$ cat src/rtl/sxfr_pkg.sv
// ----------------------------------------------------------------------------
// sxfr_pkg
// Shared types and constants for the sync/length/XOR frame receiver.
// ----------------------------------------------------------------------------
package sxfr_pkg;

  localparam logic [7:0] SyncFirst  = 8'hBE;
  localparam logic [7:0] SyncSecond = 8'hEF;

  localparam logic [7:0] SizeZeroRst = 8'd4;
  localparam logic [7:0] SizeOneRst  = 8'd255;

  localparam int unsigned CfgIdxW = 2;

  localparam logic [CfgIdxW-1:0] CfgSizeZero = 2'd0;
  localparam logic [CfgIdxW-1:0] CfgSizeOne  = 2'd1;

  typedef enum logic [2:0] {
    PhHunt  = 3'd0,
    PhSync2 = 3'd1,
    PhLen   = 3'd2,
    PhId    = 3'd3,
    PhData  = 3'd4,
    PhCheck = 3'd5
  } phase_e;

  typedef enum logic [1:0] {
    KindData = 2'd0,
    KindGood = 2'd1,
    KindBad  = 2'd2,
    KindLen  = 2'd3
  } kind_e;

  typedef struct packed {
    kind_e      kind;
    logic [7:0] value;
    logic [7:0] frame_id;
    logic       last;
  } res_t;

endpackage

$ cat src/rtl/sxfr_core.sv
// ----------------------------------------------------------------------------
// sxfr_core
// Frame parser: phase machine, length check and running XOR checksum.
// ----------------------------------------------------------------------------
module sxfr_core (
  input  logic             clk_i,
  input  logic             rst_ni,
  input  logic             step_i,
  input  logic [7:0]       rx_byte_i,
  input  logic [7:0]       size_zero_i,
  input  logic [7:0]       size_one_i,
  output logic             res_valid_o,
  output sxfr_pkg::res_t   res_o
);
  import sxfr_pkg::*;

  phase_e     phase_q, phase_d;
  logic [7:0] len_q, len_d;
  logic [7:0] id_q, id_d;
  logic [7:0] seen_q, seen_d;
  logic [7:0] chk_q, chk_d;
  logic       len_ok;
  logic [8:0] seen_inc;

  // Length check against the size configured for this id
  always_comb begin
    priority if (rx_byte_i == 8'd0) begin
      len_ok = (len_q == size_zero_i);
    end else if (rx_byte_i == 8'd1) begin
      len_ok = (len_q == size_one_i);
    end else begin
      len_ok = 1'b0;
    end
    if (len_q == 8'd0) begin
      len_ok = 1'b0;
    end
  end

  assign seen_inc = {1'b0, seen_q} + 9'd1;

  // Next state and result
  always_comb begin
    phase_d        = phase_q;
    len_d          = len_q;
    id_d           = id_q;
    seen_d         = seen_q;
    chk_d          = chk_q;
    res_valid_o    = 1'b0;
    res_o.kind     = KindData;
    res_o.value    = 8'd0;
    res_o.frame_id = id_q;
    res_o.last     = 1'b0;
    if (step_i) begin
      unique case (phase_q)
        PhSync2: begin
          phase_d = (rx_byte_i == SyncSecond) ? PhLen : PhHunt;
        end
        PhLen: begin
          len_d   = rx_byte_i;
          phase_d = PhId;
        end
        PhId: begin
          id_d           = rx_byte_i;
          res_o.frame_id = rx_byte_i;
          if (!len_ok) begin
            phase_d     = PhHunt;
            res_valid_o = 1'b1;
            res_o.kind  = KindLen;
            res_o.last  = 1'b1;
          end else begin
            chk_d   = len_q ^ rx_byte_i;
            seen_d  = 8'd0;
            phase_d = (len_q == 8'd1) ? PhCheck : PhData;
          end
        end
        PhData: begin
          chk_d       = chk_q ^ rx_byte_i;
          seen_d      = seen_inc[7:0];
          res_valid_o = 1'b1;
          res_o.kind  = KindData;
          res_o.value = rx_byte_i;
          if ((seen_inc + 9'd1) >= {1'b0, len_q}) begin
            phase_d = PhCheck;
          end
        end
        PhCheck: begin
          phase_d     = PhHunt;
          res_valid_o = 1'b1;
          res_o.kind  = (rx_byte_i == chk_q) ? KindGood : KindBad;
          res_o.last  = 1'b1;
        end
        default: begin
          phase_d = (rx_byte_i == SyncFirst) ? PhSync2 : PhHunt;
        end
      endcase
    end
  end

  // Hold parser state
  always_ff @(posedge clk_i or negedge rst_ni) begin
    if (!rst_ni) begin
      phase_q <= PhHunt;
      len_q   <= 8'd0;
      id_q    <= 8'd0;
      seen_q  <= 8'd0;
      chk_q   <= 8'd0;
    end else begin
      phase_q <= phase_d;
      len_q   <= len_d;
      id_q    <= id_d;
      seen_q  <= seen_d;
      chk_q   <= chk_d;
    end
  end

endmodule

$ cat src/rtl/sync_length_xor_frame_receiver_top.sv
// ----------------------------------------------------------------------------
// sync_length_xor_frame_receiver_top
// Deframer for 0xBE 0xEF, length, id, data, XOR checksum byte streams.
// ----------------------------------------------------------------------------
// Usage:
//   Input channel: one received byte per word on rx_byte_i, taken when
//   in_valid_i is high and in_stall_o is low.
//   Output channel: zero or one result word per input word (kind, value,
//   frame_id, last), taken when out_valid_o is high and out_stall_i is low.
//   Data bytes come out as kind 0; a frame ends with one status word
//   (good, checksum bad or length mismatch) that has last set.
//   Config channel: cfg_index_i 0 sets the size for id 0, 1 the size for
//   id 1; other indexes are ignored. Write only while the block is idle.
//   Output timing: a result is registered and appears in the cycle after its byte is accepted.
//   Throughput: one byte per cycle when not stalled, set by the single output
//   register; a new byte is taken while that register drains in the same cycle.
//   Stall: while the output word is held by out_stall_i, in_stall_o is
//   high and no byte is taken.
//   Reset: parser hunts for 0xBE, sizes return to 4 and 255, output empty.
// ----------------------------------------------------------------------------
module sync_length_xor_frame_receiver_top (
  input  logic                          clk_i,
  input  logic                          rst_ni,
  input  logic                          in_valid_i,
  output logic                          in_stall_o,
  input  logic [7:0]                    rx_byte_i,
  output logic                          out_valid_o,
  input  logic                          out_stall_i,
  output logic [1:0]                    kind_o,
  output logic [7:0]                    value_o,
  output logic [7:0]                    frame_id_o,
  output logic                          last_o,
  input  logic                          cfg_valid_i,
  output logic                          cfg_ready_o,
  input  logic [sxfr_pkg::CfgIdxW-1:0]  cfg_index_i,
  input  logic [7:0]                    cfg_data_i
);
  import sxfr_pkg::*;

  logic [7:0] size_zero_q;
  logic [7:0] size_one_q;
  logic       out_valid_q;
  res_t       out_q;
  logic       step;
  logic       res_valid;
  res_t       res;

  // Config writes are always taken
  assign cfg_ready_o = 1'b1;

  always_ff @(posedge clk_i or negedge rst_ni) begin
    if (!rst_ni) begin
      size_zero_q <= SizeZeroRst;
      size_one_q  <= SizeOneRst;
    end else if (cfg_valid_i) begin
      if (cfg_index_i == CfgSizeZero) begin
        size_zero_q <= cfg_data_i;
      end
      if (cfg_index_i == CfgSizeOne) begin
        size_one_q <= cfg_data_i;
      end
    end
  end

  // Stall input only while the held result word cannot leave
  assign in_stall_o = out_valid_q && out_stall_i;
  assign step       = in_valid_i && !in_stall_o;

  sxfr_core u_core (
    .clk_i       (clk_i),
    .rst_ni      (rst_ni),
    .step_i      (step),
    .rx_byte_i   (rx_byte_i),
    .size_zero_i (size_zero_q),
    .size_one_i  (size_one_q),
    .res_valid_o (res_valid),
    .res_o       (res)
  );

  // Output register: load a new result, else drop the delivered word
  always_ff @(posedge clk_i or negedge rst_ni) begin
    if (!rst_ni) begin
      out_valid_q <= 1'b0;
    end else if (!in_stall_o) begin
      out_valid_q <= res_valid;
    end
  end

  always_ff @(posedge clk_i) begin
    if (res_valid && !in_stall_o) begin
      out_q <= res;
    end
  end

  assign out_valid_o = out_valid_q;
  assign kind_o      = out_q.kind;
  assign value_o     = out_q.value;
  assign frame_id_o  = out_q.frame_id;
  assign last_o      = out_q.last;

endmodule

$ cat config.mk
export PLATFORM = sky130hd
export DESIGN_NAME = sync_length_xor_frame_receiver_top
export DESIGN_NICKNAME = d
export VERILOG_FILES = /design/src/rtl/sxfr_pkg.sv /design/src/rtl/sxfr_core.sv /design/src/rtl/sync_length_xor_frame_receiver_top.sv
export SDC_FILE = /design/constraint.sdc
export NUM_CORES = 1
export LEC_CHECK = 0
export BUFFER_PORTS_ARGS = -buffer_cell sky130_fd_sc_hd__buf_2
export CAP_MARGIN = 20
export CORE_ASPECT_RATIO = 1.1
export CORE_MARGIN = 2
export CORE_UTILIZATION = 35
export DETAILED_ROUTE_END_ITERATION = 8
export SYNTH_ARGS = -nofsm -noshare
export SYNTH_HDL_FRONTEND = slang
export SYNTH_SLANG_ARGS = --single-unit
export TNS_END_PERCENT = 100
$ cat constraint.sdc
create_clock -name clk_i -period 3.1 [get_ports clk_i]
set_clock_uncertainty 0.05 [all_clocks]
set_input_delay 0.31 -clock clk_i [delete_from_list [all_inputs] [get_ports clk_i]]
set_output_delay 0.31 -clock clk_i [all_outputs]
set_load 0.005 [all_outputs]
==> flow_summary_export.csv, run 1 <==
group,metric,value,unit
outcome,outcome,"finished, final reports clean",
layout,multiInputGateArea,2150,sq um
yosys,ys.flop_type,"dfrtp_1",
place,place_area,4560,sq um
cts,cts.clk_slew.worst_paths,0.06,ns
critical_path,cpPeakStageDelay,0.46,ns
yosys,synth_area_leaders,"dfrtp_1, edfxtp_1, mux2_2",
flow_run,drv_cap,0,
layout,final_area,4950,sq um
yosys,ys_async_sr_fraction,0.732,
layout,diodes,0,
cts,cts_sinks,71,
floorplan,die_x,108,um
layout,nFillCells,1106,
sta,drv_slew,0,
sta,slew_headroom,0.522,
route,routed_wirelength,9720,um
sta,fin_hold_ws,0.160,ns
pwr,pwr-share-comb,0.078,
critical_path,slowest_stage,"or3b_2",
yosys,synth_edf_count,19,
yosys,yosys_warnings,0,
sta,worst_pin_slew,0.712,ns
critical_path,cp-start-kind,"flop",
critical_path,crit_type,"reg2reg",
sta,setup_viol,0,
yosys,avgSynthCellArea,10.5,sq um
yosys,synth_cell_type_count,63,
sta,finalCritPeriodShare,0.954,
route,drtIter0Drc,126,
yosys,netlist.area_leader.share,0.258,
pwr,vdd_ir_drop_max,0.250,mV
pwr,internal-power,1730,uW
yosys,synth-seq-cells,71,
grt,grt_max_degree,33,
floorplan,fp.dieH,118,um
worst_hold_path,hp-class,"in2reg",
layout,regArea,1880,sq um
cts,tritoncts,"yes",
critical_path,required,3.28,ns
grt,track_usage,0.160,
critical_path,crit_arrival,3.13,ns
pwr,swShare,0.241,
pwr,p_clk_frac,0.466,
floorplan,die-area,12800,sq um
grt,overflow,0,
place,gp_congestion,0.861,
critical_path,path_buf_inv,0,
cts,clockBufferDepth,2,
cts,clk_latency,0.34,ns
grt,grt_pass1_vias,3188,
cts,cts_made_buffers,9,
sta,fin_crit,2.96,ns
route,drtAntennaViolNets,0,
route,vias,3236,
layout,nets,476,
cts,htreeDepth,3,
critical_path,worstSetupEndpointType,"flop",
pwr,power.net_switching,551,uW
route,via_per_inst,5.42,
floorplan,boundaryPins,45,
critical_path,crit_family,"compound AO/OA/AOI/OAI gates",
place,numPortBuffers,43,
floorplan,start_util,0.361,
critical_path,timing.critical_path.mode_cell,"a21oi_1",
place,hpwlAfterDp,6760,um
grt,grt_pass1_wl,15900,um
route,firstDrtPassIters,5,
pwr,seqPwrFrac,0.457,
yosys,synth_top_area_cell,"dfrtp_1",
yosys,syn-cell-area,4170,sq um
route,wl_per_cell,16.3,um
layout,area_delta_synth_final,18.7,%
critical_path,crit_fanout,5,
sta,fmax,338,MHz
yosys,syn-num-nets,432,
sta,hold_viol,0,
pwr,leakage,0.00206,uW
floorplan,rows,41,
yosys,syn_inst,398,
pwr,power.density,462,nW/um^2
route,remaining_drc_errors,0,
cts,root_buffer,"clkbuf_16",
grt,antenna_found_initial,0,
floorplan,core_area,11500,sq um
yosys,seq_area_frac_synth,0.452,
critical_path,crit_chain,"ha_2 -> or3b_2 -> o32ai_2 -> o22ai_2 -> xnor2_1 -> ha_1 -> a21oi_1 -> o21ai_0 -> a21oi_1 -> o221ai_2 -> nand2_2 -> mux2_2",
layout,drive_gt1_frac,0.342,
layer usage:
| layer | track usage | vias up | wire [um] | part of all wire |
|---|---|---|---|---|
| li1 | - | 1542 | - | - |
| met2 | 0.258 | 91 | 4760 | 0.49 |
| met4 | 0.0785 | 0 | 237 | 0.024 |
| met1 | 0.198 | 1585 | 4220 | 0.43 |
| met3 | 0.0408 | 18 | 498 | 0.051 |
| met5 | 0 | - | 0 | 0 |
sequential cells by signal, summed over array words and instances (netlist names), 2 cells and up:
signal and count:
u_core.id_q 8, u_core.phase_q 3, kind_o 2, size_one_q 8
value_o 8, frame_id_o 8, size_zero_q 8, u_core.chk_q 8
u_core.len_q 8, u_core.seen_q 8
repair_timing:
action / 4_1_cts / 5_1_grt
gates resized for setup: 0 / 9
buffers inserted: 0 / 4
endpoints found under the setup margin: 0 / 3
hold buffers: 1 / 0
hold endpoints to repair: 20 / 0
through the flow:
stage	TNS (ns)	utilization	std cells	total power [uW]	setup slack [ns]
finish	0	0.429	597	2280	0.144
global route	-0.0404	0.429	597	2370	-0.0404
CTS	0	0.422	593	2310	0.0351
detailed placement	0	0.395	576	1240	0.0699
global placement	0	0.395	576	1230	0.134
floorplan	0	-	398	1180	0.0559
placed cells by master, fill, tap and decap left out, drive strengths merged, types with 11 or more instances in the layout:
master / netlist / final
nor2: 22 / 22
buf: 7 / 62
ha: 11 / 11
dfrtp: 43 / 43
xor2: 19 / 19
edfxtp: 19 / 19
nand2: 20 / 20
xnor2: 14 / 14
nand3: 13 / 13
o21ai: 12 / 12
a21oi: 32 / 32
mux2: 39 / 39
inv: 14 / 17
cells by family after synthesis:
group / Yosys count / share of synthesized area
compound gates: 85 / 0.143
xor+xnor: 33 / 0.0693
fa+ha+maj: 11 / 0.0330
buf+inv: 44 / 0.0453
flops: 71 / 0.452
mux: 39 / 0.106
other cells: 1 / 0.000900
simple gates: 114 / 0.150
power by group through the flow:
stage	Sequential [uW]	Combinational (uW)	Clock, uW
3_3_place_gp	1060	171	0
3_5_place_dp	1060	176	0
5_1_grt	1050	198	1120
2_1_floorplan	1050	124	0
6_report	1040	178	1060
4_1_cts	1040	177	1090
cells in the mapped netlist, types with 8 or more instances:
| cell | number |
|---|---|
| and3_1 | 9 |
| clkbuf_1 | 22 |
| a21oi_1 | 25 |
| dfrtp_1 | 43 |
| nand2b_1 | 8 |
| edfxtp_1 | 19 |
| nand3_1 | 13 |
| dfstp_2 | 9 |
| o21ai_0 | 10 |
| xor2_1 | 19 |
| inv_1 | 13 |
| ha_1 | 11 |
| nand2_1 | 20 |
| nor2_1 | 22 |
| mux2_2 | 38 |
| xnor2_1 | 14 |
area by class of cell:
type	instances	area share
clock buffer	9	0.0455
sequential	71	0.381
tap	150	0.0379
clock inverter	7	0.0162
multi-input combinational	283	0.435
timing repair buffer	63	0.0744
inverter	14	0.0106
final timing paths:
path	start	end	slack, ns	depth (start not counted)
setup / recovery	u_core.seen_q[0]	u_core.phase_q[0]	0.14	12
hold / removal	cfg_data_i[5]	size_zero_q[5]	0.16	2
setup reg to reg	u_core.seen_q[0]	u_core.phase_q[0]	0.14	12
hold reg to reg	u_core.id_q[4]	u_core.id_q[4]	0.44	1
max in group asynchronous	rst_ni	size_one_q[4]	1.70	3
min in group asynchronous	rst_ni	u_core.id_q[7]	0.44	2
Power figures use the tool's default switching activity.
==> run 2, diff against run 1 <==
--- a/config.mk
+++ b/config.mk
@@ -7,10 +7,13 @@
 export LEC_CHECK = 0
 export BUFFER_PORTS_ARGS = -buffer_cell sky130_fd_sc_hd__buf_2
 export CAP_MARGIN = 20
+export CELL_PAD_IN_SITES_DETAIL_PLACEMENT = 1
+export CELL_PAD_IN_SITES_GLOBAL_PLACEMENT = 2
 export CORE_ASPECT_RATIO = 1.1
 export CORE_MARGIN = 2
 export CORE_UTILIZATION = 35
 export DETAILED_ROUTE_END_ITERATION = 8
+export PLACE_DENSITY_LB_ADDON = 0.1
 export SYNTH_ARGS = -nofsm -noshare
 export SYNTH_HDL_FRONTEND = slang
 export SYNTH_SLANG_ARGS = --single-unit
==> run 2 against run 1 <==
  * Sequential power hardly changed
  * Fmax is 0.27% lower
  * Flip-flop and latch count stayed put
  * Hold slack better by 0.014 ns
  * Critical endpoint unchanged
  * Largest cell class unchanged
  * Largest power group is now registers
==> flow_summary_export.csv, run 2 (same netlist as run 1, synthesis figures left out) <==
group,metric,value,unit
pwr,vdd_ir_drop_max,0.258,mV
layout,diodes,0,
sta,hold_viol,0,
cts,tritoncts,"yes",
pwr,power.density,443,nW/um^2
outcome,outcome,"finished, final reports clean",
cts,htreeDepth,3,
floorplan,core_area,11500,sq um
critical_path,cp-start-kind,"flop",
route,met2_length,5590,um
sta,slew_headroom,0.452,
route,drtAntennaViolNets,0,
place,numPortBuffers,43,
layout,nets,481,
critical_path,worstSetupEndpointType,"flop",
floorplan,start_util,0.361,
flow_run,drv_cap,0,
critical_path,crit_type,"reg2reg",
route,highest_layer,"met4",
cts,root_buffer,"clkbuf_16",
worst_hold_path,hp-class,"in2reg",
layout,multiInputGateArea,2210,sq um
floorplan,boundaryPins,45,
layout,area_delta_synth_final,20.7,%
route,firstDrtPassIters,4,
pwr,p_total,2230,uW
place,hpwlAfterDp,7980,um
grt,antenna_found_initial,0,
grt,grt_pass1_wl,18300,um
floorplan,die-area,12800,sq um
sta,fmax,337,MHz
grt,grt_pass1_vias,3390,
sta,fin_hold_ws,0.174,ns
cts,clockBufferDepth,2,
critical_path,crit_fanout,6,
critical_path,crit_family,"compound AO/OA/AOI/OAI gates",
pwr,leakage,0.00210,uW
floorplan,die_x,108,um
grt,track_usage,0.187,
route,wl_per_cell,18.7,um
route,remaining_drc_errors,0,
sta,worst_pin_slew,0.816,ns
grt,grt_max_degree,33,
layout,mostFrequentLayoutCells,"buf_2, dfrtp_1, mux2_2, a21oi_1, buf_4",
route,drtIter0Drc,113,
layout,drive_gt1_frac,0.363,
route,via_per_inst,5.38,
critical_path,slowest_stage,"dfrtp_1",
sta,setup_viol,0,
grt,overflow,0,
cts,cts_made_buffers,9,
cts,cts_sinks,71,
route,dr_wl_met3,219,um
layout,regArea,1880,sq um
route,met1_length,5280,um
critical_path,path_buf_inv,2,
sta,fin_crit,2.96,ns
cts,cts.clk_slew.worst_paths,0.06,ns
place,gp_congestion,0.784,
route,routed_wirelength,11300,um
critical_path,crit_chain,"ha_2 -> buf_6 -> xnor2_4 -> nor4b_4 -> buf_4 -> o2111ai_1 -> xnor2_1 -> ha_1 -> a311oi_2 -> o221ai_2 -> nand2_2 -> mux2_2",
sta,drv_slew,0,
floorplan,fp.dieH,118,um
floorplan,rows,41,
layout,nFillCells,1276,
cts,clk_latency,0.33,ns
route,vias,3237,
sta,finalCritPeriodShare,0.956,
critical_path,crit_arrival,3.13,ns
critical_path,cpPeakStageDelay,0.41,ns
critical_path,required,3.27,ns
==> run 2: cell types whose count changed in the layout (fill, tap and decap cells not counted), sizes merged <==
cell,previous run,this run
clkinv,2,1
clkbuf,9,11
buf,62,67
bufinv,1,0
==> run 2: cell type report <==
type / instances / area share
Inverter: 14 / 0.0105
Multi-Input combinational cell: 283 / 0.440
Timing Repair Buffer: 68 / 0.0814
Tap cell: 150 / 0.0373
Clock buffer: 11 / 0.0483
Clock inverter: 5 / 0.00771
Sequential cell: 71 / 0.374
==> run 2: power by group <==
group,leakage [uW],internal (uW),switching (uW),total (uW)
sequential,0.000837,1010,30.2,1040
clock,0.000137,572,429,1000
combinational,0.00113,86.1,94.7,181
total,0.00210,1670,554,2230
==> run 2: repair_timing <==
item / CTS / global route
resized for setup: 2 / 20
hold endpoints to repair: 17 / 0
setup buffers: 1 / 2
hold buffers: 1 / 0
pin swaps: 1 / 15
setup endpoints to repair: 1 / 3
gates cloned: 0 / 0
==> run 2: worst register-to-register path, delay by kind of cell (launching register included) <==
kind | cells | cell delay [ns]
compound gates | 3 | 0.57
simple gates | 2 | 0.47
flops | 1 | 0.41
fa+ha+maj | 2 | 0.40
mux | 1 | 0.33
buf+inv | 2 | 0.32
xor+xnor | 2 | 0.31
==> run 2: path summary, 6_finish.rpt <==
check	slack [ns]	start	cells after the start	endpoint
max in group asynchronous	1.66	rst_ni	3	size_one_q[1]
min in group asynchronous	0.45	rst_ni	2	u_core.chk_q[4]
min reg2reg	0.44	u_core.id_q[7]	1	u_core.id_q[7]
max reg2reg	0.14	u_core.seen_q[0]	12	u_core.phase_q[0]
max	0.14	u_core.seen_q[0]	12	u_core.phase_q[0]
min	0.17	cfg_data_i[7]	2	size_one_q[7]
==> run 2: per-layer routing <==
layer,GRT usage,vias to the layer above
met5,0,-
met3,0.0232,11
li1,-,1541
met2,0.306,42
met1,0.252,1643
met4,0.0673,0
==> run 2: through the flow <==
stage	setup TNS, ns	std cells	setup slack, ns	area (sq um)	utilization
floorplan	0	398	0.0559	4170	-
global placement	0	582	0.114	4600	0.399
detailed placement	0	582	0.0283	4600	0.399
CTS	0	600	0.00964	4920	0.426
global route	-0.0221	602	-0.0221	5030	0.436
finish	0	602	0.136	5030	0.436
